==> src/rfp_pkg.sv <==
// Shared types and codes of the fewest-refuel route finder.
package rfp_pkg;

  // Request types on the input stream
  localparam logic REQ_EDGE  = 1'b0;
  localparam logic REQ_QUERY = 1'b1;

  // Configuration register indexes
  localparam logic CFG_TANK  = 1'b0;
  localparam logic CFG_NODES = 1'b1;

  // Item kinds decided by the front end
  localparam logic [1:0] KIND_EDGE   = 2'd0;
  localparam logic [1:0] KIND_SEARCH = 2'd1;
  localparam logic [1:0] KIND_MISS   = 2'd2;
  localparam logic [1:0] KIND_SAME   = 2'd3;

  localparam int FIELD_W = 8;
  localparam int COST_W  = 32;

  typedef struct packed {
    logic [1:0]         kind;
    logic [FIELD_W-1:0] a;
    logic [FIELD_W-1:0] b;
    logic [COST_W-1:0]  cost;
  } rfp_item_t;

  // Handshake between front end queue and back end
  typedef struct packed {
    logic valid;
    logic pop;
  } rfp_q_ctl_t;

endpackage

==> src/rfp_front.sv <==
// Front end: accepts requests, classifies them and queues them for the back end.
module rfp_front import rfp_pkg::*; #(
  parameter int MAX_NODES = 256,
  localparam int NCW = $clog2(MAX_NODES) + 1
) (
  input  logic               clk,
  input  logic               rst,
  input  logic               in_valid,
  output logic               in_ready,
  input  logic               in_type,
  input  logic [FIELD_W-1:0] in_a,
  input  logic [FIELD_W-1:0] in_b,
  input  logic [COST_W-1:0]  in_cost,
  input  logic [NCW-1:0]     node_lim,
  output rfp_item_t          q_item,
  input  rfp_q_ctl_t         q_ctl_in,
  output logic               q_valid
);

  localparam int CW = (NCW > FIELD_W) ? NCW : FIELD_W;
  localparam int QD = 4;

  rfp_item_t  fifo [QD];
  logic [1:0] wp;
  logic [1:0] rp;
  logic [2:0] cnt;
  rfp_item_t  cls;
  logic       push;
  logic       pop;

  always_comb begin
    cls.a    = in_a;
    cls.b    = in_b;
    cls.cost = in_cost;
    priority if (in_type == REQ_EDGE) begin
      cls.kind = KIND_EDGE;
    end else if (CW'(in_a) >= CW'(node_lim) || CW'(in_b) >= CW'(node_lim)) begin
      cls.kind = KIND_MISS;
    end else if (in_a == in_b) begin
      cls.kind = KIND_SAME;
    end else begin
      cls.kind = KIND_SEARCH;
    end
  end

  assign in_ready = (cnt != 3'(QD));
  assign push     = in_valid && in_ready;
  assign q_valid  = (cnt != 3'd0);
  assign pop      = q_ctl_in.pop && q_valid;
  assign q_item   = fifo[rp];

  always_ff @(posedge clk) begin
    if (push) begin
      fifo[wp] <= cls;
    end
  end

  always_ff @(posedge clk) begin
    if (rst) begin
      wp  <= '0;
      rp  <= '0;
      cnt <= '0;
    end else begin
      if (push) wp <= wp + 2'd1;
      if (pop)  rp <= rp + 2'd1;
      cnt <= cnt + 3'(push) - 3'(pop);
    end
  end

endmodule

==> config.mk <==
export PLATFORM = sky130hd
export DESIGN_NAME = rfp_front
export DESIGN_NICKNAME = d
export VERILOG_FILES = /design/src/rfp_pkg.sv /design/src/rfp_front.sv
export SDC_FILE = /design/constraint.sdc
export NUM_CORES = 1
export LEC_CHECK = 0
export BUFFER_PORTS_ARGS = -buffer_cell sky130_fd_sc_hd__buf_2
export CELL_PAD_IN_SITES_DETAIL_PLACEMENT = 0
export CELL_PAD_IN_SITES_GLOBAL_PLACEMENT = 2
export CORE_MARGIN = 2
export CORE_UTILIZATION = 45
export CTS_CLUSTER_DIAMETER = 100
export DETAILED_ROUTE_END_ITERATION = 10
export GPL_ROUTABILITY_DRIVEN = 0
export PLACE_DENSITY = 0.86
export SLEW_MARGIN = 20
export SYNTH_ARGS = -nofsm -noshare
export SYNTH_HDL_FRONTEND = slang
export SYNTH_SLANG_ARGS = --single-unit
==> constraint.sdc <==
create_clock -name clk -period 3.79 [get_ports clk]
set_clock_uncertainty 0.05 [all_clocks]
set_input_delay 0.379 -clock clk [delete_from_list [all_inputs] [get_ports clk]]
set_output_delay 0.379 -clock clk [all_outputs]
set_load 0.01 [all_outputs]
; After elaboration in Yosys (flattened, before gate mapping)
; Memory sizes are Yosys's and may differ from the RTL's. A register that Yosys moved wholly into a read port is not among the register bits.
; Index checks and enable logic that the tools add are counted.
[classes]
mux = 7
eq_ne = 2
n_lt_le_gt_ge = 2
n_addsub = 4
n_reduce_logical = 4
[op_table]
columns = op, count
row1 = 8-bit by 9-bit greater-or-equal comparator with 1-bit output, 2
row2 = 2-bit two-way mux, 5
row3 = 8-bit == test, 1
row4 = 2-bit by 1-bit adder with 2-bit output (second input constant), 2
row5 = 3-bit by 1-bit adder with 3-bit output, 1
row6 = 3-bit != test (second input constant), 1
row7 = 3-bit nonzero test, 1
row8 = 3-bit by 1-bit subtractor with 3-bit output, 1
row9 = 1-bit logical AND, 2
row10 = 1-bit two-way mux, 2
row11 = 1-bit logical OR, 1
[totals]
out_inout_bits = 52
reg_bits = 7
memories = 1
ramBits = 200
input_bits = 63
word_cells = 23
[mem_list]
columns = name, words, width, read_ports, rd_clocked_by_memory_dff, write_ports, line_no
row1 = fifo, 4, 50, 1, 1, 1, rfp_front.sv:23  ; rfp_item_t fifo [QD];

; Longest topological paths before layout
[depth]
ltp_word = 4
ltp_mapped = 11

; Worst setup path before layout
; No wires, ideal clock.
[synth_timing]
kind = flip-flop to flip-flop
start = register cnt[1]
end = memory fifo[1][0] (netlist bit), enable pin
stages_incl_launch_ff = 4
n_path_buf = 0
arrival_time_ns = 1.845
setup_slack_ns = 1.482
setup_ns = 0.413
cell_sequence = dfxtp_1 -> nor2_1 -> nand2_1 -> and3_1
[synth_between]
elab_chain_len = 4
[synth_rtl]
columns = item, line_no
row1 = start: declaration, rfp_front.sv:26  ; logic [2:0] cnt;
row2 = start signal: assignment, rfp_front.sv:66  ; cnt <= cnt + 3'(push) - 3'(pop);
row3 = 3-bit != test, rfp_front.sv:46  ; assign in_ready = (cnt != 3'(QD));
row4 = via in_ready, rfp_front.sv:9  ; output logic in_ready,
row5 = 1-bit logical AND, rfp_front.sv:47  ; assign push = in_valid && in_ready;
row6 = 1-bit two-way mux, rfp_front.sv:53  ; if (push) begin
row7 = 1-bit two-way mux (not written as such), rfp_front.sv:54  ; fifo[wp] <= cls;
row8 = end: declaration, rfp_front.sv:23
; The timed path passes the listed nets, and every way through them passes these cells.

==> results.md <==
- Status: completed
- Slowest-stage cell, CP: dfxtp_2
- Drt wl/cell: 19.9 um
- Internal power: 4.76 mW
- FILL cells: 1384
- Reg clk slew, reported paths: 60 ps
- Setup Crit Path Kind: reg2out
- DIE HEIGHT: 139 um
- CP peak stage delay: 1030 ps
- Die area: 0.0192 mm^2
- Most common cell after layout, fill and taps aside: edfxtp_1
- R2r worst-path depth: 9
- Most frequent cells in the layout: edfxtp_1 (200), buf_2 (113), mux4_2 (50), clkbuf_16 (23), ha_1 (22)
- Grt ovf: 0
- Max-cap violations: 0
- Via-per-instance ratio: 5.27
- Total power per unit cell area: 657 mW/mm^2
- Core area: 0.0178 mm^2
- Synth Area in Adders: 3.63%
- Net Sw Power: 1.63 mW
- Syn nets: 457
- Crit. path cell count: 3
- Clock power frac: 32.0%
- Total negative setup slack: 0 ps
- FF+latch count, synth: 209
- DRT antenna net count: 0
- Area growth syn-to-layout: 19.5%
- Register area share after synthesis: 76.0%
- Class of the worst hold path: in2reg
- H-tree depth: 1
- Worst Path Max Fanout: 38
- Worst Setup Slack, final: 1020 ps
- Period minus WS final: 2770 ps
- Largest net degree at the start of global routing: 51
- Die width: 139 um
- CTS buffer count: 22
- Clk buf depth: 3
- Synth Area in Compound Gates: 1.44%
- Vias in the first global route: 4236
- Yosys cell types: 32
- Setup WS pre-CTS: 1410 ps
- Register area: 0.00619 mm^2
- Fmax: 361 MHz
- Drt total wl: 15000 um
- Ys Warns: 0
- RSZ-0062 raised after global routing: no
- Static leakage: 3.43 nW
- Worst Tran Pin Value: 1080 ps
- Mux share of post-synthesis cell area: 13.8%
- Clk root buf: clkbuf_16
- Pre-Repair DR Iteration Count: 4
- Layout Nets: 593
- Post-Syn Instances: 371
- Clk_lat worst skew: 480 ps
- Setup violators final: 0
- Logic pwr share: 21.3%
- Flop2flop setup slack: 1470 ps
- DRC Markers: 0
- Post-cts hold buffer count: 0
- DR vias: 3962
- Rel. slew slack: 28.2%
- Total GRT Usage: 15.7%
- Setup repair bufs after CTS: 0
- I/O Pins: 115
- Final Hold Violating Endpoints: 0
- Crit path launch type: flop
- Critical Path End Type: primary output
- Initial antenna violation count: 1
- First-pass GRT wire length: 23600 um
- CP cell instances: buf_4 -> mux4_2 -> buf_2
- Arrival time of the worst setup path: 2340 ps
- Largest family of logic cells by synthesized area: multiplexers
- CP endpoint: q_item[13]
- Port Buffer Count: 113
- Reg2reg end: cnt[2]
- Worst R2R Start: cnt[1]
- CTS sink cnt: 209
- Starting Density: 45.6%
- Final count of pins violating max slew: 0
- CTS resizes: 0
- Xor-xnor portion of the synthesized cell area: 1.40%
- Simple-Gate Fraction of Synth Area: 2.21%
- Post-DP HPWL: 9550 um
- Worst endpoint required time: 3360 ps
- Initial DRC Count: 180
- Period utilization: 73.0%
- CP bufs+invs: 2
- Peak VDD IR: 586 uV
- Cell family with most CP delay: flip-flops
- Avg Cell Area, Syn: 21.9 um^2
- CTS tree: yes
- Rows: 49
- Sequential share of power: 46.7%
- Area occupied by multi-input gates: 0.00184 mm^2
- Sw frac: 25.5%
- Layout cells sized above 1: 40.8%
- Synthesized cell area: 0.00814 mm^2
[cells in the mapped netlist]
cell type,instances,area share [%]
a41o_1,1,0.12
dfxtp_1,9,2.2
xnor2_1,6,0.65
buf_2,6,0.37
or3_4,1,0.14
clkbuf_1,2,0.092
edfxtp_1,200,74
a21oi_1,5,0.31
o211ai_1,1,0.092
and2_4,1,0.11
nor4_1,1,0.077
nand4_1,1,0.077
fa_1,1,0.25
xor2_1,7,0.75
and2_1,1,0.077
inv_1,15,0.69
o21bai_1,1,0.092
nand2_1,7,0.32
a311oi_1,1,0.11
a2111oi_4,1,0.34
a22o_1,1,0.11
and3_1,4,0.31
nand3_1,3,0.18
o21ai_0,3,0.18
nor3_1,1,0.061
a21o_1,1,0.092
mux4_2,50,14
buf_4,4,0.37
ha_1,22,3.4
nor2_1,7,0.32
nor2b_1,6,0.46
nand2b_1,1,0.077
[per-layer routing]
metal / vias up / part of all wire [%] / track usage, %
met4: 0 / 1.7 / 3.60
li1: 1792 / - / -
met1: 2026 / 41 / 20.1
met3: 30 / 6.8 / 4.02
met5: - / 0 / 0
met2: 114 / 51 / 27.5
[final cells by class]
class,instances,share of cell area (%)
Clock inverter,12,1.07
Tap cell,229,2.94
Clock buffer,27,6.07
Multi-Input combinational cell,135,18.9
Timing Repair Buffer,124,6.79
Sequential cell,209,63.6
Inverter,15,0.579
Antenna cell,1,0.0257
[metrics by stage]
| step | area, um^2 | hold WS [ps] | utilization, % | power [mW] | std cells |
|---|---|---|---|---|---|
| global placement | 9010 | 434 | 50.5 | 4.39 | 711 |
| finish | 9730 | 53.2 | 54.5 | 6.39 | 752 |
| CTS | 9710 | 26.2 | 54.4 | 6.49 | 750 |
| global route | 9730 | 42.0 | 54.5 | 6.69 | 751 |
| detailed placement | 9010 | 456 | 50.5 | 4.43 | 711 |
| floorplan | 8140 | 398 | - | 3.90 | 371 |
[cell families (layout without fill, tap and decap cells)]
family,after synthesis,count (layout)
buffers and inverters,27,178
AOI/OAI and AO/OA,15,15
muxes,50,50
and+or+nand+nor,34,34
DFF,209,209
adders and majority gates,23,23
other,0,1
xor gates and xnor gates,13,13
[worst min path at each step]
stage                          start          to  cells after the start
final                     in_cost[0]  fifo[3][0]                      1
after global routing      in_cost[7]  fifo[3][7]                      1
after CTS                 in_cost[1]  fifo[1][1]                      1
after detailed placement       wp[1]       wp[1]                      2
after global placement         wp[1]       wp[1]                      2
after floorplan                  rst       wp[1]                      1
[power groups by stage]
stage	Combinational [mW]	Sequential, mW	Clock (mW)
finish	1.36	2.98	2.05
global route	1.48	3.02	2.19
CTS	1.31	3.08	2.11
detailed placement	1.30	3.13	0
global placement	1.29	3.10	0
floorplan	0.983	2.92	0
[sequential cells by signal (all words and copies together) (netlist names), named ones only]
name	flops
cnt	3
fifo	200
rp	2
wp	2
Power figures use the tool's default switching activity.
